==> config.mk <==
export PLATFORM = sky130hd
export DESIGN_NAME = sscr_filter_flat
export DESIGN_NICKNAME = d
export VERILOG_FILES = /design/src/rtl/core/sscr_pkg.sv /design/src/rtl/core/sscr_stream_if.sv /design/src/rtl/core/sscr_filter.sv /design/src/flat_wrapper.sv
export VERILOG_INCLUDE_DIRS = /design/src /design/src/rtl/core
export SDC_FILE = /design/constraint.sdc
export NUM_CORES = 2
export LEC_CHECK = 0
export ABC_CLOCK_PERIOD_IN_PS = 10750
export BUFFER_PORTS_ARGS = -buffer_cell sky130_fd_sc_hd__buf_2
export CORE_AREA = 2 2 300 302
export CTS_CLUSTER_DIAMETER = 200
export DETAILED_ROUTE_END_ITERATION = 10
export DIE_AREA = 0 0 302 304
export PLACE_DENSITY_LB_ADDON = 0.08
export SLEW_MARGIN = 10
export SYNTH_ARGS = -nofsm -noshare
export SYNTH_HDL_FRONTEND = slang
export SYNTH_SLANG_ARGS = --single-unit
==> constraint.sdc <==
create_clock -name clk -period 10.75 [get_ports clk]
set_clock_uncertainty 0.1 [all_clocks]
set_input_delay 1.075 -clock clk [delete_from_list [all_inputs] [get_ports clk]]
set_output_delay 1.075 -clock clk [all_outputs]
set_load 0.01 [all_outputs]
==> src/rtl/core/sharpen_stencil_rgb_core_macros.svh <==
// Assertion macros shared by the sharpen stencil core RTL.
// Each macro expects clk and arst_n in the scope where it is used.
`ifndef SHARPEN_STENCIL_RGB_CORE_MACROS_SVH
`define SHARPEN_STENCIL_RGB_CORE_MACROS_SVH

// Same-cycle implication, disabled while in reset.
`define SSCR_ASSERT_NOW(lbl, ante, cons) \
	lbl: assert property (@(posedge clk) disable iff (!arst_n) (ante) |-> (cons)) \
		else $error("sharpen core check failed");

// Next-cycle implication, disabled while in reset.
`define SSCR_ASSERT_NEXT(lbl, ante, cons) \
	lbl: assert property (@(posedge clk) disable iff (!arst_n) (ante) |=> (cons)) \
		else $error("sharpen core check failed");

`endif

==> src/rtl/core/sscr_pkg.sv <==
// Shared types and constants for the five-point sharpen core.
// No dependencies; used by the interfaces, the filter datapath and the top level.
`timescale 1ns / 1ps

package sscr_pkg;

	localparam int MAX_WIDTH        = 2048;
	localparam int WEIGHT_FRAC_BITS = 12;
	localparam int LINE_AW          = $clog2(MAX_WIDTH);

	localparam int PIX_W    = 24;
	localparam int CH_W     = 8;
	localparam int NUM_CH   = 3;
	localparam int WEIGHT_W = 16;
	localparam int NSUM_W   = CH_W + 2;
	localparam int ACC_W    = WEIGHT_W + NSUM_W + 1;

	localparam int COL_W   = 11;
	localparam int ROW_W   = 12;
	localparam int WIDTH_W = 12;

	localparam logic [ROW_W-1:0]   ROW_MAX   = ROW_W'(4095);
	localparam logic [WIDTH_W-1:0] MIN_WIDTH = WIDTH_W'(3);
	localparam logic [WIDTH_W-1:0] MAX_EFF_W = WIDTH_W'(MAX_WIDTH);
	localparam logic [CH_W-1:0]    ALPHA     = 8'hff;

	// APB register map, word index = paddr[3:2]
	localparam int PADDR_W   = 4;
	localparam int REG_IDX_W = 2;
	localparam logic [REG_IDX_W-1:0] REG_CENTER_WEIGHT   = 2'd0;
	localparam logic [REG_IDX_W-1:0] REG_NEIGHBOR_WEIGHT = 2'd1;
	localparam logic [REG_IDX_W-1:0] REG_ACTIVE_WIDTH    = 2'd2;

	localparam logic [WEIGHT_W-1:0] CENTER_WEIGHT_RST   = 16'sd20480;
	localparam logic [WEIGHT_W-1:0] NEIGHBOR_WEIGHT_RST = 16'hf000;
	localparam logic [WIDTH_W-1:0]  ACTIVE_WIDTH_RST    = 12'd1024;

	// Stencil samples for one centre pixel, index 2 = red, 1 = green, 0 = blue
	typedef struct packed {
		logic [NUM_CH-1:0][CH_W-1:0]   ctr;
		logic [NUM_CH-1:0][NSUM_W-1:0] nsum;
		logic [COL_W-1:0]              col;
		logic [ROW_W-1:0]              row;
	} sample_t;

endpackage

==> src/rtl/core/sscr_stream_if.sv <==


interface sscr_out_if;
	logic                        valid;
	logic                        ready;
	logic [31:0]                 result_word;
	logic [sscr_pkg::COL_W-1:0]  out_col;
	logic [sscr_pkg::ROW_W-1:0]  out_row;

	modport source (output valid, output result_word, output out_col, output out_row,
		input ready);
	modport sink   (input valid, input result_word, input out_col, input out_row,
		output ready);
endinterface

==> src/rtl/core/sscr_filter.sv <==
// Sharpen arithmetic: sample register, weight multiplies, shift/clamp, output register.
// Depends on sscr_pkg, sscr_out_if and the assertion macro header.
`timescale 1ns / 1ps
`include "sharpen_stencil_rgb_core_macros.svh"

module sscr_filter (
	input  logic                                 clk,
	input  logic                                 arst_n,
	input  logic                                 s_valid,
	output logic                                 s_ready,
	input  sscr_pkg::sample_t                    s_data,
	input  logic [sscr_pkg::WEIGHT_W-1:0]        center_weight,
	input  logic [sscr_pkg::WEIGHT_W-1:0]        neighbor_weight,
	sscr_out_if.source                           pix_out
);

	function automatic logic [sscr_pkg::CH_W-1:0] clamp_px(
		input logic signed [sscr_pkg::ACC_W-1:0] acc
	);
		logic signed [sscr_pkg::ACC_W-1:0] sh;
		sh = acc >>> sscr_pkg::WEIGHT_FRAC_BITS;
		if (acc < 0) begin
			return '0;
		end else if (|sh[sscr_pkg::ACC_W-1:sscr_pkg::CH_W]) begin
			return '1;
		end else begin
			return sh[sscr_pkg::CH_W-1:0];
		end
	endfunction

	logic                                    v_s2, v_s3, out_valid_q;
	sscr_pkg::sample_t                       smp_s2;
	logic signed [sscr_pkg::ACC_W-1:0]       pc_s3 [sscr_pkg::NUM_CH];
	logic signed [sscr_pkg::ACC_W-1:0]       pn_s3 [sscr_pkg::NUM_CH];
	logic [sscr_pkg::COL_W-1:0]              col_s3, col_q;
	logic [sscr_pkg::ROW_W-1:0]              row_s3, row_q;
	logic [sscr_pkg::NUM_CH-1:0][sscr_pkg::CH_W-1:0] px_q;
	logic                                    out_free, rdy_s3, load_s3, load_out;
	logic signed [sscr_pkg::ACC_W-1:0]       cw_x, nw_x;

	assign out_free = !out_valid_q || pix_out.ready;
	assign rdy_s3   = !v_s3 || out_free;
	assign s_ready  = !v_s2 || rdy_s3;
	assign load_s3  = v_s2 && rdy_s3;
	assign load_out = v_s3 && out_free;

	assign cw_x = $signed({{(sscr_pkg::ACC_W-sscr_pkg::WEIGHT_W){center_weight[15]}},
		center_weight});
	assign nw_x = $signed({{(sscr_pkg::ACC_W-sscr_pkg::WEIGHT_W){neighbor_weight[15]}},
		neighbor_weight});

	always_ff @(posedge clk or negedge arst_n) begin
		if (!arst_n) begin
			v_s2        <= 1'b0;
			v_s3        <= 1'b0;
			out_valid_q <= 1'b0;
		end else begin
			if (s_valid && s_ready) begin
				v_s2 <= 1'b1;
			end else if (load_s3) begin
				v_s2 <= 1'b0;
			end
			if (load_s3) begin
				v_s3 <= 1'b1;
			end else if (load_out) begin
				v_s3 <= 1'b0;
			end
			if (load_out) begin
				out_valid_q <= 1'b1;
			end else if (pix_out.ready) begin
				out_valid_q <= 1'b0;
			end
		end
	end

	always_ff @(posedge clk) begin
		if (s_valid && s_ready) begin
			smp_s2 <= s_data;
		end
		if (load_s3) begin
			for (int i = 0; i < sscr_pkg::NUM_CH; i++) begin
				pc_s3[i] <= cw_x * $signed({{(sscr_pkg::ACC_W-sscr_pkg::CH_W){1'b0}},
					smp_s2.ctr[i]});
				pn_s3[i] <= nw_x * $signed({{(sscr_pkg::ACC_W-sscr_pkg::NSUM_W){1'b0}},
					smp_s2.nsum[i]});
			end
			col_s3 <= smp_s2.col;
			row_s3 <= smp_s2.row;
		end
		if (load_out) begin
			for (int i = 0; i < sscr_pkg::NUM_CH; i++) begin
				px_q[i] <= clamp_px(pc_s3[i] + pn_s3[i]);
			end
			col_q <= col_s3;
			row_q <= row_s3;
		end
	end

	assign pix_out.valid       = out_valid_q;
	assign pix_out.result_word = {px_q, sscr_pkg::ALPHA};
	assign pix_out.out_col     = col_q;
	assign pix_out.out_row     = row_q;

	`SSCR_ASSERT_NOW(a_out_interior, out_valid_q, (col_q != '0) && (row_q != '0))
	`SSCR_ASSERT_NEXT(a_s3_held, v_s3 && !out_free, v_s3 && $stable(col_s3))
	`SSCR_ASSERT_NEXT(a_s2_held, v_s2 && !rdy_s3, v_s2 && $stable(smp_s2))

endmodule

==> src/flat_wrapper.sv <==
// flat-port wrapper written by rule: the top's interface ports become plain ports
module sscr_filter_flat 
  (clk, arst_n, s_valid, s_ready, s_data, center_weight, neighbor_weight, pix_out_valid, pix_out_result_word, pix_out_out_col, pix_out_out_row, pix_out_ready);
  sscr_out_if pix_out_i ();
  input  logic clk;
  input  logic arst_n;
  input  logic s_valid;
  output logic s_ready;
  input  sscr_pkg::sample_t s_data;
  input  logic [sscr_pkg::WEIGHT_W-1:0] center_weight;
  input  logic [sscr_pkg::WEIGHT_W-1:0] neighbor_weight;
  output wire logic [$bits(pix_out_i.valid)-1:0] pix_out_valid;
  output wire logic [$bits(pix_out_i.result_word)-1:0] pix_out_result_word;
  output wire logic [$bits(pix_out_i.out_col)-1:0] pix_out_out_col;
  output wire logic [$bits(pix_out_i.out_row)-1:0] pix_out_out_row;
  input wire logic [$bits(pix_out_i.ready)-1:0] pix_out_ready;
  assign pix_out_valid = pix_out_i.valid;
  assign pix_out_result_word = pix_out_i.result_word;
  assign pix_out_out_col = pix_out_i.out_col;
  assign pix_out_out_row = pix_out_i.out_row;
  assign pix_out_i.ready = pix_out_ready;
  sscr_filter u_core (.clk(clk), .arst_n(arst_n), .s_valid(s_valid), .s_ready(s_ready), .s_data(s_data), .center_weight(center_weight), .neighbor_weight(neighbor_weight), .pix_out(pix_out_i));
endmodule
# Word-level counts from Yosys, hierarchy flattened
# Memories as Yosys holds them, arrays and structs flattened.
# Cells that the tools add are included.
classes:
  order_cmp: 3
  mul: 6
  muxes: 11
  addsub: 3
  n_reduce_logical: 15
op_table:
  columns: ["operator", "count"]
  rows:
  - ["adder 27 bit", 3]
  - ["< comparator 27 x 1 -> 1 bit (second input constant)", 3]
  - ["multiplier 16 x 11 -> 27 bit", 3]
  - ["multiplier 16 x 9 -> 25 bit", 3]
  - ["two-way mux 8 bit", 3]
  - ["OR reduction 7 bit", 3]
  - ["two-way mux 1 bit", 8]
  - ["nonzero test 2 bit", 3]
  - ["logical AND 1 bit", 3]
  - ["zero test 1 bit", 3]
  - ["logical OR 1 bit", 3]
totals:
  memories: 2
  mem_bits_rw: 162
  wordCells: 58
  reg_bits: 150
  inputBits: 113
  output_inout_bits: 57
mem_list:
  columns: ["name", "depth", "word_bits", "read_ports", "rd_ports_with_merged_regs", "write_ports", "line_no", "rtl"]
  rows:
  - ["u_core.pc_s3", 3, 27, 3, 0, 3, "sscr_filter.sv:33", "logic signed [sscr_pkg::ACC_W-1:0] pc_s3 [sscr_pkg::NUM_CH];"]
  - ["u_core.pn_s3", 3, 27, 3, 0, 3, "sscr_filter.sv:34", "logic signed [sscr_pkg::ACC_W-1:0] pn_s3 [sscr_pkg::NUM_CH];"]

# Longest topological paths before layout
depth:
  word_depth: 6
  mapped_depth: 23
  ltp_nobuf: 22

# Worst setup path before layout
# Ideal clock, no wire load.
synth_timing:
  path_type: "input port to flip-flop"
  from: "in neighbor_weight[9] (netlist name)"
  to: "mem u_core.pn_s3[0][80] (netlist name) (data pin)"
  setup_ps: 258
  arrival_ps: 6031
  required_time_ps: 10392
  path_stages: 20
  setup_slack_ps: 4361
  path_buffers: 1
  cell_sequence: "clkbuf_1 > nand2_1 > fa_1 > inv_1 > fa_1 > fa_1 > fa_1 > inv_1 > fa_1 > inv_1 > ha_1 > and3_1 > a311o_1 > o221a_2 > a31oi_1 > nand2b_1 > a211o_1 > nand3_1 > o41a_1 > xnor2_1"
synth_lines:
  columns: ["element", "line_no", "rtl"]
  rows:
  - ["start: declaration", "flat_wrapper.sv:11", "input logic [sscr_pkg::WEIGHT_W-1:0] neighbor_weight;"]
  - ["end: declaration", "sscr_filter.sv:34", null]

==> flow_metrics.tcl <==
set metrics [dict create \
    outcome "completed" \
    place_hpwl_um 75200 \
    synth_area_per_cell_um2 9.92 \
    drt-total-wl_um 96700 \
    fin_area_um2 47000 \
    grtUsageTotal 0.225 \
    combPwrFrac 0.738 \
    tightest_slew_ns 1.05 \
    port-buffer-count 161 \
    drtIter0Drc 1179 \
    routedWlPerCell_um 16.9 \
    yosys.area.top_type "fa_1" \
    pin_count 170 \
    yosys_warnings 0 \
    synth_ff_type "edfxtp_1" \
    end_kind "register" \
    fmax_mhz 155 \
    required_ns 10.99 \
    irDropWorstVdd_uv 269 \
    power_mw 14.8 \
    slew_viol_final 0 \
    num_vias 29000 \
    h-tree-depth 2 \
    die_width_um 302 \
    timing.final.ws_setup_ns 4.28 \
    gp_congestion 0.836 \
    cts_buffers 39 \
    ys_ff_latch 306 \
    reg2reg_from "u_core.smp_s2[28]" \
    p_sw_frac 0.472 \
    synth_seq_area_share 0.209 \
    synth_top_area_frac 0.338 \
    area_growth_pct 6.97 \
    synth.most_common_cell "inv_1" \
    seq_power_share 0.172 \
    grt_start_max_net_pins 169 \
    antenna_found_initial 6 \
    first_pass_iters 5 \
    fp-row-count 110 \
    grt_overflow 0 \
    initial_core_util 0.493 \
    r2r-end "u_core.pn_s3[0][25]" \
    cts_root_buffer "clkbuf_16" \
    switchingPower_mw 6.98 \
    reg2reg_slack_ns 4.46 \
    hold_path.class "input port to async pin" \
    ant_nets 0 \
    vias_per_cell 5.09 \
    syn_inst 4430 \
    crit_path_start_kind "input port" \
    fin_hold_ws_ns 0.165 \
    reg2reg_depth 20 \
    path_clk_slew_ns 0.06 \
    period_share 0.602 \
    die_h_um 304 \
    power_density_nw_per_um2 315 \
    p_leak_nw 23.2 \
    slew_headroom 0.299 \
    insertion_delay_ns 0.60 \
    critPathArrivalTime_ns 6.71 \
    place_area_um2 45700 \
    pre_cts_ws_ns 3.66 \
    cts_buffer_depth 3 \
    die-area_um2 91800 \
    cts_tree "built" \
    fin_nets 5758 \
    ys_types 77 \
    grt_pass1_vias 31900 \
    finalSetupViolations 0 \
    ctsHoldBuffers 0 \
    async_reset_ff_frac 0.00980 \
    p_clk_frac 0.090 \
    drive_above_1_share 0.0570 \
    drc 0 \
    min_period_ns 6.47 \
    synth-edff-count 303 \
    path_max_fanout 30 \
    synthesis.area_um2 43900 \
    drv_cap 0 \
    p_int_mw 7.80 \
    yosys-top-cells-count "1023 x inv_1, 741 x fa_1, 473 x nand2_1" \
    tns_ns 0 \
    fill_cells 8259 \
    synth_area_leaders "fa_1 34%, edfxtp_1 21%, ha_1 12%" \
    post_cts_buffers 0 \
    grt_pass1_wl_um 164000 \
    rsz0062_at_grt "no" \
    hold_viol 0 \
    crit_type "input port to register" \
    core_area_um2 89000 \
    cts_resized 0 \
    cts_sinks 306 \
]
## sequential cells by signal, summed over array words and instances (netlist names)
signal and flops:
u_core.col_s3 11, u_core.pc_s3 75, u_core.pix_out.out_col 11, u_core.pix_out.out_row 12
u_core.pix_out.result_word 24, u_core.pix_out.valid 1, u_core.pn_s3 81, u_core.row_s3 12
u_core.smp_s2 77, u_core.v_s2 1, u_core.v_s3 1
## critical path, cell delays in order
cell and delay (ns):
buf_2 0.63, nand2_1 0.18, fa_1 0.54, fa_1 0.51, inv_1 0.05, fa_1 0.49
fa_1 0.49, inv_1 0.05, fa_1 0.50, inv_1 0.05, ha_1 0.35, a21o_1 0.18
a21o_1 0.16, a21o_1 0.17, a21oi_1 0.17, nand2b_1 0.07, a21oi_1 0.22, o21ai_1 0.11
a31o_2 0.27, a311oi_1 0.30, xnor2_1 0.12
## cells by family after synthesis
logic type | after synthesis | synth area share
buffers and inverters | 1171 | 0.101
xor gates and xnor gates | 165 | 0.0329
AOI/OAI and AO/OA | 401 | 0.0618
DFF | 306 | 0.209
other | 1 | 0.0000854
muxes | 5 | 0.00114
adders and majority gates | 1149 | 0.454
and+or+nand+nor | 1232 | 0.141
## metrics by stage
stage / cells / utilization
detailed placement: 5631 / 0.513
floorplan: 4437 / -
global placement: 5631 / 0.513
finish: 5707 / 0.528
global route: 5702 / 0.528
CTS: 5702 / 0.528
## area by class of cell
cell class	instances	area [um2]	share of cell area
Clock buffer	41	983	0.0209
Tap cell	1176	1470	0.0313
Sequential cell	306	9170	0.195
Timing Repair Buffer	166	856	0.0182
Inverter	1023	3840	0.0817
Clock inverter	30	297	0.00631
Multi-Input combinational cell	2960	30400	0.646
Antenna cell	5	12.5	0.000266
## layer usage
| layer | track usage | vias up | share of wire |
|---|---|---|---|
| met4 | 0.0549 | 0 | 0.021 |
| met3 | 0.0200 | 103 | 0.036 |
| met5 | 0 | - | 0 |
| met2 | 0.407 | 460 | 0.52 |
| met1 | 0.288 | 14700 | 0.42 |
| li1 | - | 13800 | - |
## placed cells by master (no fill, tap or decap), types with 10 or more instances in the layout
| master | count |
|---|---|
| inv_1 | 1023 |
| nor3_1 | 35 |
| edfxtp_1 | 303 |
| and2_1 | 460 |
| nand2b_1 | 26 |
| clkbuf_16 | 39 |
| fa_1 | 741 |
| nor2_1 | 116 |
| and3_1 | 25 |
| ha_1 | 408 |
| o21a_1 | 33 |
| nand2_1 | 473 |
| xnor2_1 | 128 |
| a21oi_1 | 125 |
| a211oi_1 | 10 |
| o21ai_0 | 71 |
| nor2b_1 | 16 |
| a21o_1 | 43 |
| xor2_1 | 37 |
| nand3_1 | 35 |
| nand4_1 | 11 |
| o21bai_1 | 16 |
| buf_2 | 161 |
## power groups by stage
| stage | combinational (mW) | sequential, mW | clock (mW) |
|---|---|---|---|
| floorplan | 8.42 | 2.46 | 0 |
| global placement | 11.0 | 2.58 | 0 |
| detailed placement | 11.0 | 2.58 | 0 |
| CTS | 11.1 | 2.56 | 1.38 |
| global route | 12.6 | 2.58 | 1.42 |
| finish | 10.9 | 2.55 | 1.33 |
## worst max-delay path by stage
stage	from	end	slack (ns)	depth (start not counted)
final	neighbor_weight[11]	u_core.pn_s3[0][53]	4.28	21
after detailed placement	neighbor_weight[11]	u_core.pn_s3[0][53]	3.66	21
after global routing	neighbor_weight[11]	u_core.pn_s3[0][53]	3.94	21
after floorplan	neighbor_weight[9]	u_core.pn_s3[0][80]	4.36	20
after CTS	neighbor_weight[11]	u_core.pn_s3[0][53]	4.30	21
after global placement	neighbor_weight[11]	u_core.pn_s3[0][53]	3.71	21
No activity file was read; power rests on OpenSTA's default activity.
